$ cat src/hdl/bkq_pkg.sv
`timescale 1ns / 1ps

package bkq_pkg;

    localparam int QUEUE_DEPTH_DEFAULT = 16;

    localparam int TAG_W      = 16;
    localparam int RAND_W     = 16;
    localparam int PROB_W     = 17;
    localparam int CHAN_W     = 8;
    localparam int EXP_W      = 5;
    localparam int BACKOFF_W  = 17;
    localparam int QUEUED_W   = 5;
    localparam int CFG_ADDR_W = 2;
    localparam int CFG_DATA_W = 17;

    // Channel actions.
    localparam logic [1:0] ACT_ARRIVAL = 2'd0;
    localparam logic [1:0] ACT_TRIGGER = 2'd1;
    localparam logic [1:0] ACT_ACK     = 2'd2;
    localparam logic [1:0] ACT_NACK    = 2'd3;

    // Result outcomes.
    localparam logic [2:0] OUT_STORED   = 3'd0;
    localparam logic [2:0] OUT_DROPPED  = 3'd1;
    localparam logic [2:0] OUT_COUNTING = 3'd2;
    localparam logic [2:0] OUT_BACKOFF  = 3'd3;
    localparam logic [2:0] OUT_SENT     = 3'd4;
    localparam logic [2:0] OUT_IDLE     = 3'd5;

    // Configuration register indexes.
    localparam logic [CFG_ADDR_W-1:0] CFG_SEND_PROB = 2'd0;
    localparam logic [CFG_ADDR_W-1:0] CFG_NUM_CHAN  = 2'd1;
    localparam logic [CFG_ADDR_W-1:0] CFG_EXP_CAP   = 2'd2;

    localparam logic [PROB_W-1:0] SEND_PROB_RESET = 17'd32768;
    localparam logic [CHAN_W-1:0] NUM_CHAN_RESET  = 8'd1;
    localparam logic [EXP_W-1:0]  EXP_CAP_RESET   = 5'd10;
    localparam logic [EXP_W-1:0]  EXP_RESET       = 5'd1;
    localparam logic [EXP_W-1:0]  EXP_MAX         = 5'd16;

    typedef struct packed {
        logic [1:0]        action;
        logic [TAG_W-1:0]  packet_tag;
        logic [RAND_W-1:0] rand_backoff;
        logic [RAND_W-1:0] rand_send;
        logic [RAND_W-1:0] rand_channel;
    } bkq_in_t;

    typedef struct packed {
        logic [2:0]           outcome;
        logic                 send_valid;
        logic [TAG_W-1:0]     sent_tag;
        logic [CHAN_W-1:0]    sent_channel;
        logic [BACKOFF_W-1:0] backoff_left;
        logic [QUEUED_W-1:0]  queued;
    } bkq_out_t;

endpackage

$ cat src/hdl/bkq_mem.sv
`timescale 1ns / 1ps

module bkq_mem #(
    parameter int DEPTH = bkq_pkg::QUEUE_DEPTH_DEFAULT,
    parameter int WIDTH = bkq_pkg::TAG_W
) (
    input  logic                     aclk,
    input  logic                     wr_en,
    input  logic [$clog2(DEPTH)-1:0] wr_addr,
    input  logic [WIDTH-1:0]         wr_data,
    input  logic                     rd_en,
    input  logic [$clog2(DEPTH)-1:0] rd_addr,
    output logic [WIDTH-1:0]         rd_data
);

    logic [WIDTH-1:0] mem [DEPTH];
    logic [WIDTH-1:0] rd_data_reg;

    always_ff @(posedge aclk) begin
        if (wr_en) begin
            mem[wr_addr] <= wr_data;
        end
    end

    // Read data holds until the next read is issued.
    always_ff @(posedge aclk) begin
        if (rd_en) begin
            rd_data_reg <= mem[rd_addr];
        end
    end

    assign rd_data = rd_data_reg;

endmodule

$ cat src/hdl/backoff_transmit_queue.sv
`timescale 1ns / 1ps

// Channel  Ports                          Payload      Direction
// input    s_valid s_ready s_data         bkq_in_t     in
// result   m_valid m_ready m_data         bkq_out_t    out
// config   cfg_we cfg_addr cfg_wdata      17-bit data  in
//
// For each word, the accept cycle issues the read of the packet store at
// the head that the word will look at, and the execute state that follows
// uses the registered read data and updates the queue and backoff state.
// A new word is accepted only after the last word has been executed.
// A stalled result holds the block in its execute state until m_ready.
// Reset is synchronous and active low; the packet store needs no clearing.

module backoff_transmit_queue #(
    parameter int QUEUE_DEPTH = bkq_pkg::QUEUE_DEPTH_DEFAULT
) (
    input  logic                                aclk,
    input  logic                                aresetn,
    input  logic                                s_valid,
    output logic                                s_ready,
    input  bkq_pkg::bkq_in_t                    s_data,
    output logic                                m_valid,
    input  logic                                m_ready,
    output bkq_pkg::bkq_out_t                   m_data,
    input  logic                                cfg_we,
    input  logic [bkq_pkg::CFG_ADDR_W-1:0]      cfg_addr,
    input  logic [bkq_pkg::CFG_DATA_W-1:0]      cfg_wdata
);

    import bkq_pkg::*;

    localparam int PTR_W = $clog2(QUEUE_DEPTH);
    localparam int CNT_W = $clog2(QUEUE_DEPTH + 1);

    typedef enum logic {
        ST_IDLE,
        ST_EXEC
    } state_t;

    state_t               state_reg, state_next;
    logic [PTR_W-1:0]     head_reg, head_next;
    logic [PTR_W-1:0]     tail_reg, tail_next;
    logic [CNT_W-1:0]     fill_reg, fill_next;
    logic [BACKOFF_W-1:0] backoff_reg, backoff_next;
    logic [EXP_W-1:0]     exp_reg, exp_next;
    logic [PROB_W-1:0]    prob_reg, prob_next;
    logic [CHAN_W-1:0]    nch_reg, nch_next;
    logic [EXP_W-1:0]     cap_reg, cap_next;
    bkq_in_t              item_reg;
    logic                 out_valid_reg, out_valid_next;
    bkq_out_t             out_data_reg, out_data_next;

    logic                 accept;
    logic                 fire;
    logic                 full;
    logic [PTR_W-1:0]     rd_addr;
    logic [TAG_W-1:0]     rd_data;
    logic                 wr_en;
    logic [EXP_W-1:0]     cap_eff;
    logic [EXP_W-1:0]     exp_inc;
    logic [BACKOFF_W-1:0] win_mask;
    logic [CHAN_W:0]      chan_span;
    logic [RAND_W+CHAN_W:0] chan_prod;
    logic [CNT_W-1:0]     fill_after;
    logic [CNT_W+QUEUED_W-1:0] fill_ext;

    function automatic logic [PTR_W-1:0] next_index(input logic [PTR_W-1:0] p);
        return (p == PTR_W'(QUEUE_DEPTH - 1)) ? '0 : p + 1'b1;
    endfunction

    assign s_ready = (state_reg == ST_IDLE);
    assign accept  = s_valid && s_ready;
    assign fire    = (state_reg == ST_EXEC) && (!out_valid_reg || m_ready);
    assign full    = (fill_reg == CNT_W'(QUEUE_DEPTH));

    // An ACK that pops makes the word after the head the one to send.
    assign rd_addr = (s_data.action == ACT_ACK && fill_reg != '0) ?
                     next_index(head_reg) : head_reg;

    assign wr_en = fire && (item_reg.action == ACT_ARRIVAL) && !full;

    bkq_mem #(
        .DEPTH (QUEUE_DEPTH),
        .WIDTH (TAG_W)
    ) u_mem (
        .aclk    (aclk),
        .wr_en   (wr_en),
        .wr_addr (tail_reg),
        .wr_data (item_reg.packet_tag),
        .rd_en   (accept),
        .rd_addr (rd_addr),
        .rd_data (rd_data)
    );

    always_comb begin
        if (cap_reg == '0) begin
            cap_eff = EXP_W'(1);
        end else if (cap_reg > EXP_MAX) begin
            cap_eff = EXP_MAX;
        end else begin
            cap_eff = cap_reg;
        end
        exp_inc   = (exp_reg + 1'b1 > cap_eff) ? cap_eff : exp_reg + 1'b1;
        win_mask  = (BACKOFF_W'(1) << exp_inc) - 1'b1;
        chan_span = {1'b0, nch_reg} + 1'b1;
        chan_prod = item_reg.rand_channel * chan_span;
    end

    always_comb begin
        state_next     = state_reg;
        head_next      = head_reg;
        tail_next      = tail_reg;
        fill_next      = fill_reg;
        backoff_next   = backoff_reg;
        exp_next       = exp_reg;
        prob_next      = prob_reg;
        nch_next       = nch_reg;
        cap_next       = cap_reg;
        out_valid_next = out_valid_reg && !m_ready;
        out_data_next  = out_data_reg;
        fill_after     = fill_reg;

        if (cfg_we) begin
            unique case (cfg_addr)
                CFG_SEND_PROB: prob_next = cfg_wdata[PROB_W-1:0];
                CFG_NUM_CHAN:  nch_next  = cfg_wdata[CHAN_W-1:0];
                CFG_EXP_CAP:   cap_next  = cfg_wdata[EXP_W-1:0];
                default: ;
            endcase
        end

        if (accept) begin
            state_next = ST_EXEC;
        end

        if (fire) begin
            state_next             = ST_IDLE;
            out_valid_next         = 1'b1;
            out_data_next.send_valid   = 1'b0;
            out_data_next.sent_tag     = '0;
            out_data_next.sent_channel = '0;

            if (item_reg.action == ACT_ARRIVAL) begin
                if (full) begin
                    out_data_next.outcome = OUT_DROPPED;
                end else begin
                    tail_next             = next_index(tail_reg);
                    fill_next             = fill_reg + 1'b1;
                    out_data_next.outcome = OUT_STORED;
                end
            end else if (backoff_reg != '0) begin
                backoff_next          = backoff_reg - 1'b1;
                out_data_next.outcome = OUT_COUNTING;
            end else if (item_reg.action == ACT_NACK) begin
                exp_next              = exp_inc;
                backoff_next          = BACKOFF_W'(item_reg.rand_backoff &
                                                   win_mask[RAND_W-1:0]) + 1'b1;
                out_data_next.outcome = OUT_BACKOFF;
            end else begin
                if (item_reg.action == ACT_ACK) begin
                    if (fill_reg != '0) begin
                        head_next  = next_index(head_reg);
                        fill_after = fill_reg - 1'b1;
                    end
                    exp_next = EXP_RESET;
                end
                fill_next = fill_after;
                if (fill_after != '0 && PROB_W'(item_reg.rand_send) < prob_reg) begin
                    out_data_next.outcome      = OUT_SENT;
                    out_data_next.send_valid   = 1'b1;
                    out_data_next.sent_tag     = rd_data;
                    out_data_next.sent_channel = chan_prod[RAND_W +: CHAN_W];
                end else begin
                    out_data_next.outcome = OUT_IDLE;
                end
            end

            fill_ext                   = {{QUEUED_W{1'b0}}, fill_next};
            out_data_next.backoff_left = backoff_next;
            out_data_next.queued       = fill_ext[QUEUED_W-1:0];
        end else begin
            fill_ext = {{QUEUED_W{1'b0}}, fill_reg};
        end
    end

    always_ff @(posedge aclk) begin
        if (!aresetn) begin
            state_reg     <= ST_IDLE;
            head_reg      <= '0;
            tail_reg      <= '0;
            fill_reg      <= '0;
            backoff_reg   <= '0;
            exp_reg       <= EXP_RESET;
            prob_reg      <= SEND_PROB_RESET;
            nch_reg       <= NUM_CHAN_RESET;
            cap_reg       <= EXP_CAP_RESET;
            out_valid_reg <= 1'b0;
        end else begin
            state_reg     <= state_next;
            head_reg      <= head_next;
            tail_reg      <= tail_next;
            fill_reg      <= fill_next;
            backoff_reg   <= backoff_next;
            exp_reg       <= exp_next;
            prob_reg      <= prob_next;
            nch_reg       <= nch_next;
            cap_reg       <= cap_next;
            out_valid_reg <= out_valid_next;
        end
        out_data_reg <= out_data_next;
        if (accept) begin
            item_reg <= s_data;
        end
    end

    assign m_valid = out_valid_reg;
    assign m_data  = out_data_reg;

`ifndef SYNTHESIS
    a_fill_bound: assert property (@(posedge aclk) disable iff (!aresetn)
        fill_reg <= CNT_W'(QUEUE_DEPTH))
        else $error("queue fill count above depth");

    a_one_in_flight: assert property (@(posedge aclk) disable iff (!aresetn)
        accept |=> !s_ready)
        else $error("second word accepted while one is in work");

    a_fill_step: assert property (@(posedge aclk) disable iff (!aresetn)
        !fire |=> fill_reg == $past(fill_reg))
        else $error("queue count changed without a word in work");

    a_send_outcome: assert property (@(posedge aclk) disable iff (!aresetn)
        m_valid && m_data.send_valid |-> m_data.outcome == OUT_SENT
                                         && m_data.queued != '0)
        else $error("send flagged without sent outcome or with empty queue");
`endif

endmodule
$ cat config.mk
export PLATFORM = sky130hd
export DESIGN_NAME = backoff_transmit_queue
export DESIGN_NICKNAME = d
export VERILOG_FILES = /design/src/hdl/bkq_pkg.sv /design/src/hdl/bkq_mem.sv /design/src/hdl/backoff_transmit_queue.sv
export SDC_FILE = /design/constraint.sdc
export NUM_CORES = 1
export LEC_CHECK = 0
export ABC_AREA = 1
export BUFFER_PORTS_ARGS = -buffer_cell sky130_fd_sc_hd__clkbuf_2
export CAP_MARGIN = 10
export CORE_MARGIN = 5
export CORE_UTILIZATION = 45
export CTS_CLUSTER_DIAMETER = 60
export DETAILED_ROUTE_END_ITERATION = 12
export PLACE_DENSITY = 0.7
export SLEW_MARGIN = 15
export SYNTH_ARGS = -nofsm -noshare
export SYNTH_HDL_FRONTEND = slang
export SYNTH_SLANG_ARGS = --single-unit
export TNS_END_PERCENT = 20
$ cat constraint.sdc
create_clock -name aclk -period 9.3 [get_ports aclk]
set_input_delay 0.93 -clock aclk [delete_from_list [all_inputs] [get_ports aclk]]
set_output_delay 0.93 -clock aclk [all_outputs]
set_load 0.02 [all_outputs]
==> impl_metrics.tcl, run 1 <==
set metrics [dict create \
    holdWs_ns 0.464 \
    crit_chain "ha_1, nand2_1, nor2_1, nand4_1, nor2_1, nand2_1, fa_1, fa_1, inv_1, fa_1, fa_1, ha_1, nand2_1, nor2_1, nand2_1, nand2_1, a21oi_1, o21ai_0, nand3_1, nand2_1, a21oi_1, o21a_1" \
    fin_setup_tns_ns 0 \
    num_antenna_cells 0 \
    die_w_um 238 \
    synth_fa_ha_area_share_pct 12.1 \
    post_cts_buffers 0 \
    synth_area_mm2 0.0233 \
    area_growth_pct 13.7 \
    final_hold_viol_count 0 \
    power.switching_uw 1360 \
    p_clk_share_pct 39.8 \
    power.share.switching_pct 26.8 \
    grt_pass1_wl_mm 92.1 \
    final_cell_mix "388 x edfxtp_1, 293 x nor2_1, 281 x inv_1" \
    synth_edf_count 388 \
    synth-xor-area-share_pct 0.671 \
    nFillCells 4459 \
    grt_max_degree 89 \
    post-route-period-util_pct 64.1 \
    cp-end-kind "flip-flop" \
    drt_iter0_markers 1500 \
    min_path_type "reg -> reg" \
    synth_simple_gate_area_share_pct 14.3 \
    regArea_mm2 0.0130 \
    fin_nets 2618 \
    drive_gt1_share_pct 14.0 \
    die_y_um 238 \
    ant_nets 0 \
    htree_levels 2 \
    hpwl_mm 38.4 \
    io_buffers 141 \
    yosysSeqAreaShare_pct 55.7 \
    grt_overflow 0 \
    fin_worst_skew_ns 0.0319 \
    die-area_mm2 0.0565 \
    routed-via-count 16900 \
    start_util_pct 45.5 \
    synth_area_per_cell_um2 10.5 \
    core.rowCount 83 \
    slew_headroom_pct 23.4 \
    cts.path.max_buffers 3 \
    ys.flop_type "edfxtp_1" \
    synth_async_sr_flop_share_pct 0 \
    yosys_warnings 0 \
    antenna_found_initial 1 \
    critPathLaunchType "flip-flop" \
    grt_pass1_vias 16500 \
    p_leak_uw 0.0107 \
    final_common_cell "edfxtp_1" \
    post-route-drc-count 0 \
    slew_viol_final 0 \
    finalSetupViolations 0 \
    synth_top_family_by_area "simple AND/OR/NAND/NOR gates" \
    cts.clk_slew.worst_paths_ns 0.06 \
    io_pins 142 \
    combPwrFrac_pct 14.0 \
    wl_per_cell_um 19.2 \
    slowest_stage "nor2_1" \
    gr-usage-all-layers_pct 20.5 \
    cts_buffers 51 \
    cts_num_sinks 455 \
    rsz0062_at_grt "no" \
    placed_area_mm2 0.0248 \
    post-route-cell-area_mm2 0.0265 \
    drv_cap 0 \
    drt_pass1_iterations 5 \
    synthMuxAreaShare_pct 0.0429 \
    ys_ff_latch 455 \
    crit_top_cell "nand2_1" \
    status "completed" \
    coreArea_mm2 0.0513 \
    p_seq_share_pct 46.2 \
    routed_wl_mm 59.1 \
    largest_reg_flops 256 \
    synth_compound_area_share_pct 11.0 \
    ir_drop_mv 0.129 \
    powerDensity_mw_per_mm2 191 \
    crit_type "reg -> reg" \
    cts_tree "yes" \
    via_per_inst 5.48 \
    critical_path.max_fanout 15 \
    syn_inst 2221 \
    multi_input_area_mm2 0.00895 \
    cp.required_ns 9.66 \
    setup_ws_ns 3.34 \
    clk_latency_ns 0.60 \
    fin_crit_ns 5.96 \
    arrival_ns 6.32 \
    max_freq_mhz 168 \
    cts_root_buf "clkbuf_16" \
    max_stage_delay_ns 0.84 \
    ctsHoldBuffers 0 \
    post_cts_resized 0 \
    synth.lib_cells_used.distinct 52 \
    p_int_uw 3710 \
    mappedNetlistNets 2479 \
    gp_congestion 0.895 \
    dp_slack_ns 3.41 \
    tightest_slew_ns 1.15 \
]
per-layer routing:
layer	share of wire [%]	wire, µm	global-route usage, %
met5	0.019	11	0
met1	42	24600	27.5
met4	3.0	1780	7.03
met3	8.3	4900	4.01
met2	47	27800	33.6
power by group through the flow:
stage / Sequential, µW / Clock [µW] / Combinational (µW)
2_1_floorplan: 2380 / 0 / 493
6_report: 2340 / 2020 / 707
5_1_grt: 2350 / 2140 / 798
3_5_place_dp: 2380 / 0 / 700
3_3_place_gp: 2380 / 0 / 683
4_1_cts: 2340 / 2060 / 707
layout make-up:
type | count | area share (%)
sequential | 455 | 49.0
multi-input combinational | 1386 | 33.8
tap | 680 | 3.21
timing repair buffer | 169 | 3.46
inverter | 297 | 4.22
clock inverter | 26 | 1.05
clock buffer | 68 | 5.29
worst paths after layout:
check	slack, ns	cells after the start	from	end
max	3.34	22	nch_reg[1]	m_data[26]
min	0.46	2	prob_reg[6]	prob_reg[6]
max reg2reg	3.34	22	nch_reg[1]	m_data[26]
min reg2reg	0.46	2	prob_reg[6]	prob_reg[6]
kinds of logic (layout without fill, tap and decap cells):
group                      Yosys count  count (layout)
and+or+nand+nor                    750             750
adders and majority gates          168             168
buffers and inverters              380             560
DFF                                455             455
AOI/OAI and AO/OA                  450             450
xor gates and xnor gates            17              17
muxes                                1               1
synth_stat cells (9+ instances only):
| master | number | share of area, % |
|---|---|---|
| nand4_1 | 23 | 0.62 |
| inv_1 | 283 | 4.6 |
| nor2_2 | 12 | 0.32 |
| xor2_1 | 13 | 0.49 |
| o21ai_1 | 13 | 0.28 |
| dfxtp_1 | 67 | 5.8 |
| ha_1 | 71 | 3.8 |
| a21oi_1 | 90 | 1.9 |
| nand2_1 | 265 | 4.3 |
| o21ai_0 | 221 | 4.7 |
| nand3_1 | 73 | 1.6 |
| o22ai_1 | 38 | 1.0 |
| inv_2 | 10 | 0.16 |
| edfxtp_1 | 388 | 50 |
| o221ai_1 | 31 | 1.2 |
| nor2_4 | 9 | 0.43 |
| o211ai_1 | 14 | 0.45 |
| nor3_1 | 20 | 0.43 |
| fa_1 | 97 | 8.3 |
| nor2_1 | 299 | 4.8 |
| nand2_2 | 20 | 0.54 |
| clkbuf_1 | 74 | 1.2 |
critical path, delay by kind of cell (launching register included):
kind	cells	cell delay (ns)
adders and majority gates	6	2.59
and+or+nand+nor	11	2.07
AOI/OAI and AO/OA	4	0.63
DFF	1	0.37
buffers and inverters	1	0.06
per-stage QoR:
step / utilization (%) / cells / power [µW]
after floorplan: - / 2221 / 2880
after global placement: 48.4 / 2987 / 3060
after detailed placement: 48.4 / 2987 / 3080
after CTS: 51.7 / 3081 / 5100
after global routing: 51.7 / 3081 / 5290
final: 51.7 / 3081 / 5060
No activity file was read; power rests on OpenSTA's default activity.
==> inputs of run 2 (changes only) <==
==> constraint.sdc (replaced) <==
create_clock -name aclk -period 6.2 [get_ports aclk]
set_input_delay 0.62 -clock aclk [delete_from_list [all_inputs] [get_ports aclk]]
set_output_delay 0.62 -clock aclk [all_outputs]
set_load 0.02 [all_outputs]
==> impl_metrics.tcl, run 2 (synthesized netlist as in run 1, its figures left out) <==
set metrics [dict create \
    slowest_stage "fa_1" \
    post-route-period-util_pct 90.1 \
    p_int_uw 5580 \
    routed_wl_mm 59.2 \
    post-route-drc-count 0 \
    max_stage_delay_ns 0.56 \
    grt_pass1_vias 16800 \
    hpwl_mm 38.2 \
    drt_iter0_markers 1366 \
    drt_pass1_iterations 6 \
    critical_path.max_fanout 13 \
    core.rowCount 83 \
    p_clk_share_pct 40.3 \
    area_growth_pct 13.9 \
    crit_type "reg -> reg" \
    cts.clk_slew.worst_paths_ns 0.06 \
    wl_met3_mm 4.56 \
    routed-via-count 16800 \
    arrival_ns 6.05 \
    fin_crit_ns 5.59 \
    drv_cap 0 \
    post_cts_resized 0 \
    ctsHoldBuffers 0 \
    final_hold_viol_count 0 \
    fin_worst_skew_ns 0.0162 \
    cts_root_buf "clkbuf_16" \
    htree_levels 2 \
    powerDensity_mw_per_mm2 288 \
    wl_met1_mm 24.9 \
    die_y_um 238 \
    final_common_cell "edfxtp_1" \
    cp-end-kind "flip-flop" \
    wl_per_cell_um 19.2 \
    fin_nets 2621 \
    cts.path.max_buffers 3 \
    wl_met2_mm 27.8 \
    post_cts_buffers 0 \
    coreArea_mm2 0.0513 \
    critPathLaunchType "flip-flop" \
    finalSetupViolations 0 \
    min_path_type "in -> reg" \
    die_w_um 238 \
    drive_gt1_share_pct 14.1 \
    rsz0062_at_grt "no" \
    regArea_mm2 0.0130 \
    p_leak_uw 0.0108 \
    die-area_mm2 0.0565 \
    dr.max_layer_used "met4" \
    ant_nets 0 \
    max_freq_mhz 179 \
    crit_chain "ha_1, nand2_1, nor2_1, nand2_1, o21ai_0, nand2_1, inv_1, nand2_1, fa_1, inv_1, fa_1, fa_1, fa_1, ha_1, nand2_1, nor4_1, nand4_1, nand3_1, nand2_1, nand2_1, a21o_1, o21ai_0, a21oi_1" \
    cts_tree "yes" \
    clk_latency_ns 0.61 \
    cp.required_ns 6.66 \
    holdWs_ns 0.184 \
    power.share.switching_pct 27.0 \
    cts_num_sinks 455 \
    power.switching_uw 2070 \
    largest_reg_flops 256 \
    grt_max_degree 97 \
    gr-usage-all-layers_pct 20.4 \
    tightest_slew_ns 1.29 \
    crit_top_cell "nand2_1" \
    num_antenna_cells 0 \
    multi_input_area_mm2 0.00894 \
    io_buffers 141 \
    slew_viol_final 0 \
    slew_headroom_pct 13.7 \
    io_pins 142 \
    gp_congestion 0.889 \
    combPwrFrac_pct 13.8 \
    grt_overflow 0 \
    via_per_inst 5.45 \
    antenna_found_initial 0 \
    p_seq_share_pct 45.9 \
    fin_setup_tns_ns 0 \
    grt_pass1_wl_mm 91.4 \
    status "completed" \
    final_cell_mix "388 x edfxtp_1, 294 x nor2_1, 281 x inv_1" \
    start_util_pct 45.5 \
    ir_drop_mv 0.213 \
    cts_buffers 52 \
    nFillCells 4398 \
]
[run 2: critical path, delay by kind of cell (launching register included)]
family | cells | cell delay, ns
AND/OR/NAND/NOR | 11 | 1.53
buffers and inverters | 2 | 0.42
flip-flops | 1 | 0.38
adder cells (fa/ha/maj) | 6 | 2.60
AO/OA/AOI/OAI | 4 | 0.50
[run 2: power by group through the flow]
stage               clock, µW  sequential, µW  combinational, µW
finish                   3090            3510               1060
global route             3270            3520               1190
CTS                      3140            3510               1060
detailed placement          0            3570               1050
global placement            0            3570               1030
floorplan                   0            3570                740
[run 2: stage by stage]
step | cells | setup slack [ns] | area [µm²] | util (%) | total power, µW
after floorplan | 2221 | 1.11 | 23300 | - | 4310
after global placement | 2989 | 0.777 | 24800 | 48.4 | 4590
after detailed placement | 2989 | 0.653 | 24800 | 48.4 | 4620
after CTS | 3087 | 0.639 | 26600 | 51.8 | 7700
after global routing | 3087 | 0.163 | 26600 | 51.8 | 7980
final | 3087 | 0.612 | 26600 | 51.8 | 7650
[run 2: area by class of cell]
class                   count  share of cell area [%]
clock buffers              66                    5.17
flip-flops and latches    455                    48.9
well taps                 680                    3.20
repair buffers            171                    3.55
clock inverters            32                    1.31
inverters                 297                    4.21
multi-input cells        1386                    33.7
[run 2: final timing paths]
path | start | endpoint | slack (ns) | cells after the start
max | nch_reg[0] | m_data[29] | 0.61 | 23
min | s_data[7] | item_reg[7] | 0.18 | 1
max reg2reg | nch_reg[0] | m_data[29] | 0.61 | 23
min reg2reg | prob_reg[3] | prob_reg[3] | 0.46 | 2
[run 2: metal layers]
layer / vias up / global-route usage (%)
li1: 7875 / -
met1: 8188 / 27.8
met2: 639 / 33.2
met3: 134 / 3.74
met4: 0 / 6.86
met5: - / 0
